$ cat config.mk
export PLATFORM = sky130hd
export DESIGN_NAME = four_nearest_point_selector_flat
export DESIGN_NICKNAME = d
export VERILOG_FILES = /design/src/rtl/fnps_pkg.sv /design/src/rtl/fnps_if.sv /design/src/rtl/fnps_dist.sv /design/src/rtl/fnps_cell.sv /design/src/rtl/four_nearest_point_selector.sv /design/src/flat_wrapper.sv
export SDC_FILE = /design/constraint.sdc
export NUM_CORES = 1
export LEC_CHECK = 0
export ABC_AREA = 1
export BUFFER_PORTS_ARGS = -buffer_cell sky130_fd_sc_hd__buf_2
export CAP_MARGIN = 0
export CORE_UTILIZATION = 35
export DETAILED_ROUTE_END_ITERATION = 6
export GPL_TIMING_DRIVEN = 1
export HOLD_SLACK_MARGIN = 0.1
export PLACE_DENSITY = 0.53
export SYNTH_ARGS = -nofsm -noshare
export SYNTH_HDL_FRONTEND = slang
export SYNTH_SLANG_ARGS = --single-unit
$ cat constraint.sdc
create_clock -name i_clk -period 12.6 [get_ports i_clk]
set_input_delay 0.63 -clock i_clk [delete_from_list [all_inputs] [get_ports i_clk]]
set_output_delay 0.63 -clock i_clk [all_outputs]
set_load 0.03 [all_outputs]
$ cat src/rtl/fnps_pkg.sv
`timescale 1ns / 1ps
`default_nettype none
// ----------------------------------------------------------------------------
// fnps_pkg
// Shared widths, register indexes and types for the four nearest point
// selector.
// ----------------------------------------------------------------------------
package fnps_pkg;

    localparam int COORD_BITS = 12;
    localparam int ID_BITS    = 10;
    localparam int RANK_COUNT = 4;
    localparam int SQ_BITS    = 2 * COORD_BITS;
    localparam int DIST_BITS  = SQ_BITS + 1;
    localparam int CFG_IDX_BITS = 2;

    // configuration register indexes
    localparam logic [CFG_IDX_BITS-1:0] CFG_REF_X = CFG_IDX_BITS'(0);
    localparam logic [CFG_IDX_BITS-1:0] CFG_REF_Y = CFG_IDX_BITS'(1);

    // contents of one rank
    typedef struct packed {
        logic                 filled;
        logic [DIST_BITS-1:0] distance;
        logic [ID_BITS-1:0]   id;
    } t_rank;

    // scored point leaving the distance pipeline
    typedef struct packed {
        logic                 valid;
        logic                 last;
        logic [DIST_BITS-1:0] distance;
        logic [ID_BITS-1:0]   id;
    } t_scored;

endpackage

`default_nettype wire

$ cat src/rtl/fnps_if.sv
`timescale 1ns / 1ps
`default_nettype none
// ----------------------------------------------------------------------------
// fnps interfaces
// Point, result and configuration channels with valid/ready handshakes.
// ----------------------------------------------------------------------------
interface fnps_point_if;
    logic                           valid;
    logic                           ready;
    logic [fnps_pkg::COORD_BITS-1:0] point_x;
    logic [fnps_pkg::COORD_BITS-1:0] point_y;
    logic [fnps_pkg::ID_BITS-1:0]    point_id;
    logic                           last_point;

    modport source (output valid, point_x, point_y, point_id, last_point, input ready);
    modport sink   (input valid, point_x, point_y, point_id, last_point, output ready);
endinterface

interface fnps_result_if;
    logic                         valid;
    logic                         ready;
    logic [fnps_pkg::ID_BITS-1:0] nearest_id_0;
    logic [fnps_pkg::ID_BITS-1:0] nearest_id_1;
    logic [fnps_pkg::ID_BITS-1:0] nearest_id_2;
    logic [fnps_pkg::ID_BITS-1:0] nearest_id_3;
    logic                         found_0;
    logic                         found_1;
    logic                         found_2;
    logic                         found_3;

    modport source (output valid, nearest_id_0, nearest_id_1, nearest_id_2, nearest_id_3,
                    found_0, found_1, found_2, found_3, input ready);
    modport sink   (input valid, nearest_id_0, nearest_id_1, nearest_id_2, nearest_id_3,
                    found_0, found_1, found_2, found_3, output ready);
endinterface

interface fnps_cfg_if;
    logic                              valid;
    logic                              ready;
    logic [fnps_pkg::CFG_IDX_BITS-1:0] index;
    logic [fnps_pkg::COORD_BITS-1:0]   data;

    modport source (output valid, index, data, input ready);
    modport sink   (input valid, index, data, output ready);
endinterface

`default_nettype wire

$ cat src/rtl/fnps_dist.sv
`timescale 1ns / 1ps
`default_nettype none
// ----------------------------------------------------------------------------
// fnps_dist
// Three-stage squared distance pipeline: absolute differences, squares, sum.
// ----------------------------------------------------------------------------
module fnps_dist (
    input  wire                             i_clk,
    input  wire                             i_rst_n,
    input  wire                             i_adv,
    input  wire                             i_valid,
    input  wire [fnps_pkg::COORD_BITS-1:0]  i_point_x,
    input  wire [fnps_pkg::COORD_BITS-1:0]  i_point_y,
    input  wire [fnps_pkg::ID_BITS-1:0]     i_point_id,
    input  wire                             i_last_point,
    input  wire [fnps_pkg::COORD_BITS-1:0]  i_ref_x,
    input  wire [fnps_pkg::COORD_BITS-1:0]  i_ref_y,
    output fnps_pkg::t_scored               o_scored
);
    import fnps_pkg::*;

    logic                  r_v1, r_v2, r_v3;
    logic                  r_l1, r_l2, r_l3;
    logic [ID_BITS-1:0]    r_id1, r_id2, r_id3;
    logic [COORD_BITS-1:0] r_dx, r_dy;
    logic [SQ_BITS-1:0]    r_sqx, r_sqy;
    logic [DIST_BITS-1:0]  r_dist;
    logic [COORD_BITS-1:0] n_dx, n_dy;

    // absolute differences to the reference
    always_comb begin
        n_dx = (i_point_x >= i_ref_x) ? (i_point_x - i_ref_x) : (i_ref_x - i_point_x);
        n_dy = (i_point_y >= i_ref_y) ? (i_point_y - i_ref_y) : (i_ref_y - i_point_y);
    end

    // stage valids
    always_ff @(posedge i_clk) begin
        if (!i_rst_n) begin
            r_v1 <= 1'b0;
            r_v2 <= 1'b0;
            r_v3 <= 1'b0;
        end else if (i_adv) begin
            r_v1 <= i_valid;
            r_v2 <= r_v1;
            r_v3 <= r_v2;
        end
    end

    // stage payloads
    always_ff @(posedge i_clk) begin
        if (i_adv) begin
            r_dx   <= n_dx;
            r_dy   <= n_dy;
            r_l1   <= i_last_point;
            r_id1  <= i_point_id;
            r_sqx  <= SQ_BITS'(r_dx) * SQ_BITS'(r_dx);
            r_sqy  <= SQ_BITS'(r_dy) * SQ_BITS'(r_dy);
            r_l2   <= r_l1;
            r_id2  <= r_id1;
            r_dist <= DIST_BITS'(r_sqx) + DIST_BITS'(r_sqy);
            r_l3   <= r_l2;
            r_id3  <= r_id2;
        end
    end

    assign o_scored = '{valid: r_v3, last: r_l3, distance: r_dist, id: r_id3};

endmodule

`default_nettype wire

$ cat src/rtl/fnps_cell.sv
`timescale 1ns / 1ps
`default_nettype none
// ----------------------------------------------------------------------------
// fnps_cell
// One rank of the sorted chain: takes a new point, or its upstream
// neighbour's contents when the point lands above it.
// ----------------------------------------------------------------------------
module fnps_cell (
    input  wire                            i_clk,
    input  wire                            i_rst_n,
    input  wire                            i_valid,
    input  wire                            i_clear,
    input  wire [fnps_pkg::DIST_BITS-1:0]  i_dist,
    input  wire [fnps_pkg::ID_BITS-1:0]    i_id,
    input  fnps_pkg::t_rank                i_prev,
    input  wire                            i_prev_take,
    output logic                           o_take,
    output fnps_pkg::t_rank                o_rank,
    output fnps_pkg::t_rank                o_next
);
    import fnps_pkg::*;

    t_rank r_rank;
    t_rank n_rank;

    // strict compare: an equal distance stays behind
    assign o_take = i_valid && (!r_rank.filled || (i_dist < r_rank.distance));

    // shift down from neighbour, or load the new point at the first taking rank
    always_comb begin
        n_rank = r_rank;
        if (o_take) begin
            if (i_prev_take) begin
                n_rank = i_prev;
            end else begin
                n_rank = '{filled: 1'b1, distance: i_dist, id: i_id};
            end
        end
    end

    // rank register, only the filled flag is reset
    always_ff @(posedge i_clk) begin
        r_rank.distance <= n_rank.distance;
        r_rank.id       <= n_rank.id;
        if (!i_rst_n) begin
            r_rank.filled <= 1'b0;
        end else begin
            r_rank.filled <= i_clear ? 1'b0 : n_rank.filled;
        end
    end

    assign o_rank = r_rank;
    assign o_next = n_rank;

endmodule

`default_nettype wire

$ cat src/rtl/four_nearest_point_selector.sv
`timescale 1ns / 1ps
`default_nettype none
// ----------------------------------------------------------------------------
// four_nearest_point_selector
// Keeps the four points of a list nearest to a reference position and
// reports their identifiers when the list ends.
// ----------------------------------------------------------------------------
// Takes one point per cycle. Each point passes a three-stage squared
// distance pipeline (differences, squares, sum) and then enters a chain of
// four rank cells; when the last point of a list reaches the chain, its
// ranks are copied into the result register. The input stalls only while a
// last point has reached the rank chain and the previous result is still
// not taken; otherwise requests flow back to back. Reference writes
// go through the configuration channel, index 0 for x and 1 for y, and take
// effect on points accepted afterwards; other indexes are ignored.
// ----------------------------------------------------------------------------
module four_nearest_point_selector (
    input  wire          i_clk,
    input  wire          i_rst_n,
    fnps_point_if.sink   i_point,
    fnps_cfg_if.sink     i_cfg,
    fnps_result_if.source o_result
);
    import fnps_pkg::*;

    logic [COORD_BITS-1:0] r_ref_x, r_ref_y;
    logic                  w_adv;
    logic                  w_capture;
    t_scored               w_scored;
    t_rank                 w_rank [RANK_COUNT];
    t_rank                 w_next [RANK_COUNT];
    logic                  w_take [RANK_COUNT];
    logic                  r_out_valid;
    logic [ID_BITS-1:0]    r_out_id [RANK_COUNT];
    logic                  r_out_found [RANK_COUNT];

    // configuration registers
    assign i_cfg.ready = 1'b1;

    always_ff @(posedge i_clk) begin
        if (!i_rst_n) begin
            r_ref_x <= '0;
            r_ref_y <= '0;
        end else if (i_cfg.valid) begin
            unique case (i_cfg.index)
                CFG_REF_X: r_ref_x <= i_cfg.data;
                CFG_REF_Y: r_ref_y <= i_cfg.data;
                default: ;
            endcase
        end
    end

    // pipeline advance: hold only when a finished list meets a full output
    assign w_adv     = !(w_scored.valid && w_scored.last && r_out_valid && !o_result.ready);
    assign w_capture = w_scored.valid && w_scored.last && w_adv;
    assign i_point.ready = w_adv;

    fnps_dist u_dist (
        .i_clk       (i_clk),
        .i_rst_n     (i_rst_n),
        .i_adv       (w_adv),
        .i_valid     (i_point.valid),
        .i_point_x   (i_point.point_x),
        .i_point_y   (i_point.point_y),
        .i_point_id  (i_point.point_id),
        .i_last_point(i_point.last_point),
        .i_ref_x     (r_ref_x),
        .i_ref_y     (r_ref_y),
        .o_scored    (w_scored)
    );

    // rank chain
    for (genvar k = 0; k < RANK_COUNT; k++) begin : g_rank
        t_rank w_prev;
        logic  w_prev_take;
        if (k == 0) begin : g_head
            assign w_prev      = '0;
            assign w_prev_take = 1'b0;
        end else begin : g_body
            assign w_prev      = w_rank[k-1];
            assign w_prev_take = w_take[k-1];
        end
        fnps_cell u_cell (
            .i_clk      (i_clk),
            .i_rst_n    (i_rst_n),
            .i_valid    (w_scored.valid && w_adv),
            .i_clear    (w_capture),
            .i_dist     (w_scored.distance),
            .i_id       (w_scored.id),
            .i_prev     (w_prev),
            .i_prev_take(w_prev_take),
            .o_take     (w_take[k]),
            .o_rank     (w_rank[k]),
            .o_next     (w_next[k])
        );
    end

    // result register
    always_ff @(posedge i_clk) begin
        if (!i_rst_n) begin
            r_out_valid <= 1'b0;
        end else if (w_capture) begin
            r_out_valid <= 1'b1;
        end else if (o_result.ready) begin
            r_out_valid <= 1'b0;
        end
    end

    always_ff @(posedge i_clk) begin
        if (w_capture) begin
            for (int k = 0; k < RANK_COUNT; k++) begin
                r_out_id[k]    <= w_next[k].filled ? w_next[k].id : '0;
                r_out_found[k] <= w_next[k].filled;
            end
        end
    end

    assign o_result.valid        = r_out_valid;
    assign o_result.nearest_id_0 = r_out_id[0];
    assign o_result.nearest_id_1 = r_out_id[1];
    assign o_result.nearest_id_2 = r_out_id[2];
    assign o_result.nearest_id_3 = r_out_id[3];
    assign o_result.found_0      = r_out_found[0];
    assign o_result.found_1      = r_out_found[1];
    assign o_result.found_2      = r_out_found[2];
    assign o_result.found_3      = r_out_found[3];

endmodule

`default_nettype wire
$ cat src/flat_wrapper.sv
// flat-port wrapper written by rule: the top's interface ports become plain ports
module four_nearest_point_selector_flat import fnps_pkg::*;
  (i_clk, i_rst_n, i_point_valid, i_point_point_x, i_point_point_y, i_point_point_id, i_point_last_point, i_point_ready, i_cfg_valid, i_cfg_index, i_cfg_data, i_cfg_ready, o_result_valid, o_result_nearest_id_0, o_result_nearest_id_1, o_result_nearest_id_2, o_result_nearest_id_3, o_result_found_0, o_result_found_1, o_result_found_2, o_result_found_3, o_result_ready);
  fnps_point_if i_point_i ();
  fnps_cfg_if i_cfg_i ();
  fnps_result_if o_result_i ();
  input  wire i_clk;
  input  wire i_rst_n;
  input wire logic [$bits(i_point_i.valid)-1:0] i_point_valid;
  input wire logic [$bits(i_point_i.point_x)-1:0] i_point_point_x;
  input wire logic [$bits(i_point_i.point_y)-1:0] i_point_point_y;
  input wire logic [$bits(i_point_i.point_id)-1:0] i_point_point_id;
  input wire logic [$bits(i_point_i.last_point)-1:0] i_point_last_point;
  output wire logic [$bits(i_point_i.ready)-1:0] i_point_ready;
  input wire logic [$bits(i_cfg_i.valid)-1:0] i_cfg_valid;
  input wire logic [$bits(i_cfg_i.index)-1:0] i_cfg_index;
  input wire logic [$bits(i_cfg_i.data)-1:0] i_cfg_data;
  output wire logic [$bits(i_cfg_i.ready)-1:0] i_cfg_ready;
  output wire logic [$bits(o_result_i.valid)-1:0] o_result_valid;
  output wire logic [$bits(o_result_i.nearest_id_0)-1:0] o_result_nearest_id_0;
  output wire logic [$bits(o_result_i.nearest_id_1)-1:0] o_result_nearest_id_1;
  output wire logic [$bits(o_result_i.nearest_id_2)-1:0] o_result_nearest_id_2;
  output wire logic [$bits(o_result_i.nearest_id_3)-1:0] o_result_nearest_id_3;
  output wire logic [$bits(o_result_i.found_0)-1:0] o_result_found_0;
  output wire logic [$bits(o_result_i.found_1)-1:0] o_result_found_1;
  output wire logic [$bits(o_result_i.found_2)-1:0] o_result_found_2;
  output wire logic [$bits(o_result_i.found_3)-1:0] o_result_found_3;
  input wire logic [$bits(o_result_i.ready)-1:0] o_result_ready;
  assign i_point_i.valid = i_point_valid;
  assign i_point_i.point_x = i_point_point_x;
  assign i_point_i.point_y = i_point_point_y;
  assign i_point_i.point_id = i_point_point_id;
  assign i_point_i.last_point = i_point_last_point;
  assign i_point_ready = i_point_i.ready;
  assign i_cfg_i.valid = i_cfg_valid;
  assign i_cfg_i.index = i_cfg_index;
  assign i_cfg_i.data = i_cfg_data;
  assign i_cfg_ready = i_cfg_i.ready;
  assign o_result_valid = o_result_i.valid;
  assign o_result_nearest_id_0 = o_result_i.nearest_id_0;
  assign o_result_nearest_id_1 = o_result_i.nearest_id_1;
  assign o_result_nearest_id_2 = o_result_i.nearest_id_2;
  assign o_result_nearest_id_3 = o_result_i.nearest_id_3;
  assign o_result_found_0 = o_result_i.found_0;
  assign o_result_found_1 = o_result_i.found_1;
  assign o_result_found_2 = o_result_i.found_2;
  assign o_result_found_3 = o_result_i.found_3;
  assign o_result_i.ready = o_result_ready;
  four_nearest_point_selector u_core (.i_clk(i_clk), .i_rst_n(i_rst_n), .i_point(i_point_i), .i_cfg(i_cfg_i), .o_result(o_result_i));
endmodule
==> summary.md <==
| Metric | Value |
|---|---|
| Synthesized area per cell | `8.86 um^2` |
| Startpoint Class | `flip-flop` |
| Yosys top cell by area | `edfxtp_1` |
| GP Congestion | `0.861` |
| Skew-Pair Late Insertion Delay | `0.56 ns` |
| H-tree Lvls | `2` |
| Non-filler cells, final | `4019` |
| Root Buffer | `clkbuf_16` |
| Fin Clk Skew | `0.0257 ns` |
| First-pass GRT wire length | `86500 um` |
| Clock Sinks | `344` |
| NumNets Final | `3514` |
| Status | `complete, no violations` |
| Most frequent cells in the layout | `642 x nand2_1, 640 x inv_1, 276 x ha_1, 272 x edfxtp_1, 175 x a21oi_1` |
| Data arrival, critical path | `5.62 ns` |
| Post-layout minimum cycle time | `5.32 ns` |
| Post-Synth XOR/XNOR Area | `0.0364` |
| Mux contribution to synthesized area | `0.000429` |
| Mapped Nets | `3456` |
| Top_reg_cell synth | `edfxtp_1` |
| Max-cap viol count | `0` |
| Commonest non-fill, non-tap cell in the layout | `nand2_1` |
| Num CTS Buffers | `40` |
| I/O pin cnt | `101` |
| Worst Path Required | `12.90 ns` |
| Crit-path max FO | `13` |
| Crit Path Class | `flip-flop to flip-flop` |
| Worst-path clk slew | `0.06 ns` |
| Compound-Gate Fraction of Synth Area | `0.0882` |
| Area growth syn-to-layout | `9.96%` |
| Mapped Area | `26200 um^2` |
| DR vias | `17966` |
| CP endpoint kind | `flip-flop` |
| Die Ht | `276 um` |
| Aggregate routed wire length | `51700 um` |
| Dpl hpwl | `41700 um` |
| Pins over their slew limit | `0` |
| Share of cells above drive strength 1 | `0.0669` |
| ANT cells | `0` |
| Synth area leaders | `edfxtp_1 31%, ha_1 13%, fa_1 13%` |
| #FFs+latches synth | `344` |
| WHS Path Cells | `1` |
| CTS Buffer Depth | `3` |
| Relative slew slack | `0.333` |
| Resize count post-CTS | `0` |
| Slew @ Worst Pin | `0.999 ns` |
| HP Class | `input port to flip-flop` |
| Final ANT Viol Nets | `0` |
| Port bufs | `99` |
| CTS tree | `yes` |
| RSZ-0062 raised after global routing | `false` |
| Routed len/inst | `12.9 um` |
| Yosys top cell area share | `0.311` |
| Worst Reg-to-Reg Cells | `19` |
| Cell row count | `100` |
| Synth Area in Adders | `0.258` |
| Simple-gate share of the synthesized area | `0.139` |
| DR vias/cell | `4.47` |
| Hold buffer count at cts | `0` |
| Die Wd | `276 um` |
| DR iter-0 viols | `735` |
| 1st-pass router iterations | `5` |
| FFs w/ async S/R, synth | `0` |
| Post-synthesis cell count | `2961` |
| Post-synth EDFFs | `272` |
| YS warnings | `0` |
| Total global routing overflow | `0` |
| Peak Freq | `188 MHz` |
| Fin crit share | `0.422` |
| Total negative slack | `0 ns` |
| Postcts setup bufs | `0` |
| Seq/Total Area, Yosys | `0.366` |
| Die area | `76000 um^2` |
| Netlist cell types | `52` |
| Placed cells | `3946` |
| Final hold vios | `0` |
| Initial antenna violation count | `4` |
| Largest net degree at the start of global routing | `78` |
| Drt drc | `0` |
| Initial Utilization | `0.353` |
| Number of global-route vias before repair | `17859` |
| Final-report setup violation count | `0` |
| Core Area | `74300 um^2` |
| Tot GR Track Use | `0.139` |
| Largest family of logic cells by synthesized area | `adder cells` |
layer usage:
| layer | global-route usage | up-vias | routed length, um |
|---|---|---|---|
| li1 | - | 9501 | - |
| met1 | 0.176 | 8163 | 23800 |
| met2 | 0.244 | 227 | 25000 |
| met3 | 0.0231 | 67 | 1710 |
| met4 | 0.0366 | 8 | 1120 |
| met5 | 0 | - | 49 |
cells in the mapped netlist, types with 15 or more instances:
library cell / instances
nand2_1: 642
inv_1: 640
ha_1: 276
edfxtp_1: 272
a21oi_1: 175
fa_1: 165
o21ai_0: 138
nor2_1: 128
nand3_1: 82
xor2_1: 74
dfxtp_1: 72
o21ai_1: 40
clkbuf_1: 38
xnor2_1: 35
buf_2: 21
a21o_1: 18
buf_4: 15
path summary, 6_finish.rpt:
| check | start | end | slack [ns] |
|---|---|---|---|
| max | u_core.u_dist.r_dy[2]$_DFFE_PN_ | u_core.u_dist.r_sqy[22]$_DFFE_PN_ | 7.28 |
| min | i_point_point_id[4] | u_core.u_dist.r_id1[4]$_DFFE_PN_ | 0.24 |
| min reg2reg | u_core.u_dist.r_id2[7]$_DFFE_PN_ | u_core.u_dist.r_id3[7]$_DFFE_PN_ | 0.41 |
| max reg2reg | u_core.u_dist.r_dy[2]$_DFFE_PN_ | u_core.u_dist.r_sqy[22]$_DFFE_PN_ | 7.28 |
logic make-up (layout without fill, tap and decap cells):
group | after synthesis | count (layout)
xor+xnor | 109 | 109
mux | 1 | 1
fa+ha+maj | 441 | 441
compound gates | 423 | 423
simple gates | 905 | 905
buf+inv | 737 | 826
other cells | 1 | 1
flops | 344 | 344
registers in the layout (all words and copies together), names as in the netlist:
signal,flops
u_core.g_rank.u_cell.o_rank,144
u_core.o_result.valid,1
u_core.r_out_found,4
u_core.r_out_id,40
u_core.r_ref_x,12
u_core.r_ref_y,12
u_core.u_dist.r_dist,25
u_core.u_dist.r_dx,12
u_core.u_dist.r_dy,12
u_core.u_dist.r_id1,10
u_core.u_dist.r_id2,10
u_core.u_dist.r_id3,10
u_core.u_dist.r_l1,1
u_core.u_dist.r_l2,1
u_core.u_dist.r_l3,1
u_core.u_dist.r_sqx,23
u_core.u_dist.r_sqy,23
u_core.u_dist.r_v1,1
u_core.u_dist.r_v2,1
u_core.u_dist.r_v3,1
critical path, stage by stage, from the launching register on:
cell and delay, ns:
edfxtp_1 0.59, nand2_1 0.20, inv_1 0.08, fa_1 0.53
inv_1 0.05, fa_1 0.53, inv_1 0.06, fa_1 0.50
fa_1 0.54, inv_1 0.05, fa_1 0.52, inv_1 0.04
ha_1 0.36, a21oi_1 0.24, o21ai_0 0.13, a21oi_1 0.13
o21ai_0 0.19, nand2_1 0.11, nand3_1 0.08, xor2_1 0.15
per-stage QoR:
| step | utilization | setup WS [ns] | area (um^2) | hold slack (ns) |
|---|---|---|---|---|
| after floorplan | - | 7.55 | 26200 | 0.400 |
| after global placement | 0.370 | 7.29 | 27500 | 0.401 |
| after detailed placement | 0.370 | 7.27 | 27500 | 0.405 |
| after CTS | 0.388 | 7.26 | 28800 | 0.192 |
| after global routing | 0.388 | 6.95 | 28800 | 0.203 |
| final | 0.388 | 7.28 | 28800 | 0.238 |
final cells by class:
class                           count  area [um^2]
Timing Repair Buffer              103          526
Fill cell                        7554        45500
Multi-Input combinational cell   1880        13700
Sequential cell                   344         9610
Inverter                          650         2450
Clock inverter                     25          280
Clock buffer                       48         1060
Tap cell                          969         1210
Power is left out: the tool's default activity adds up to more than one toggle a clock period on the data nets, which glitch-free logic cannot reach.
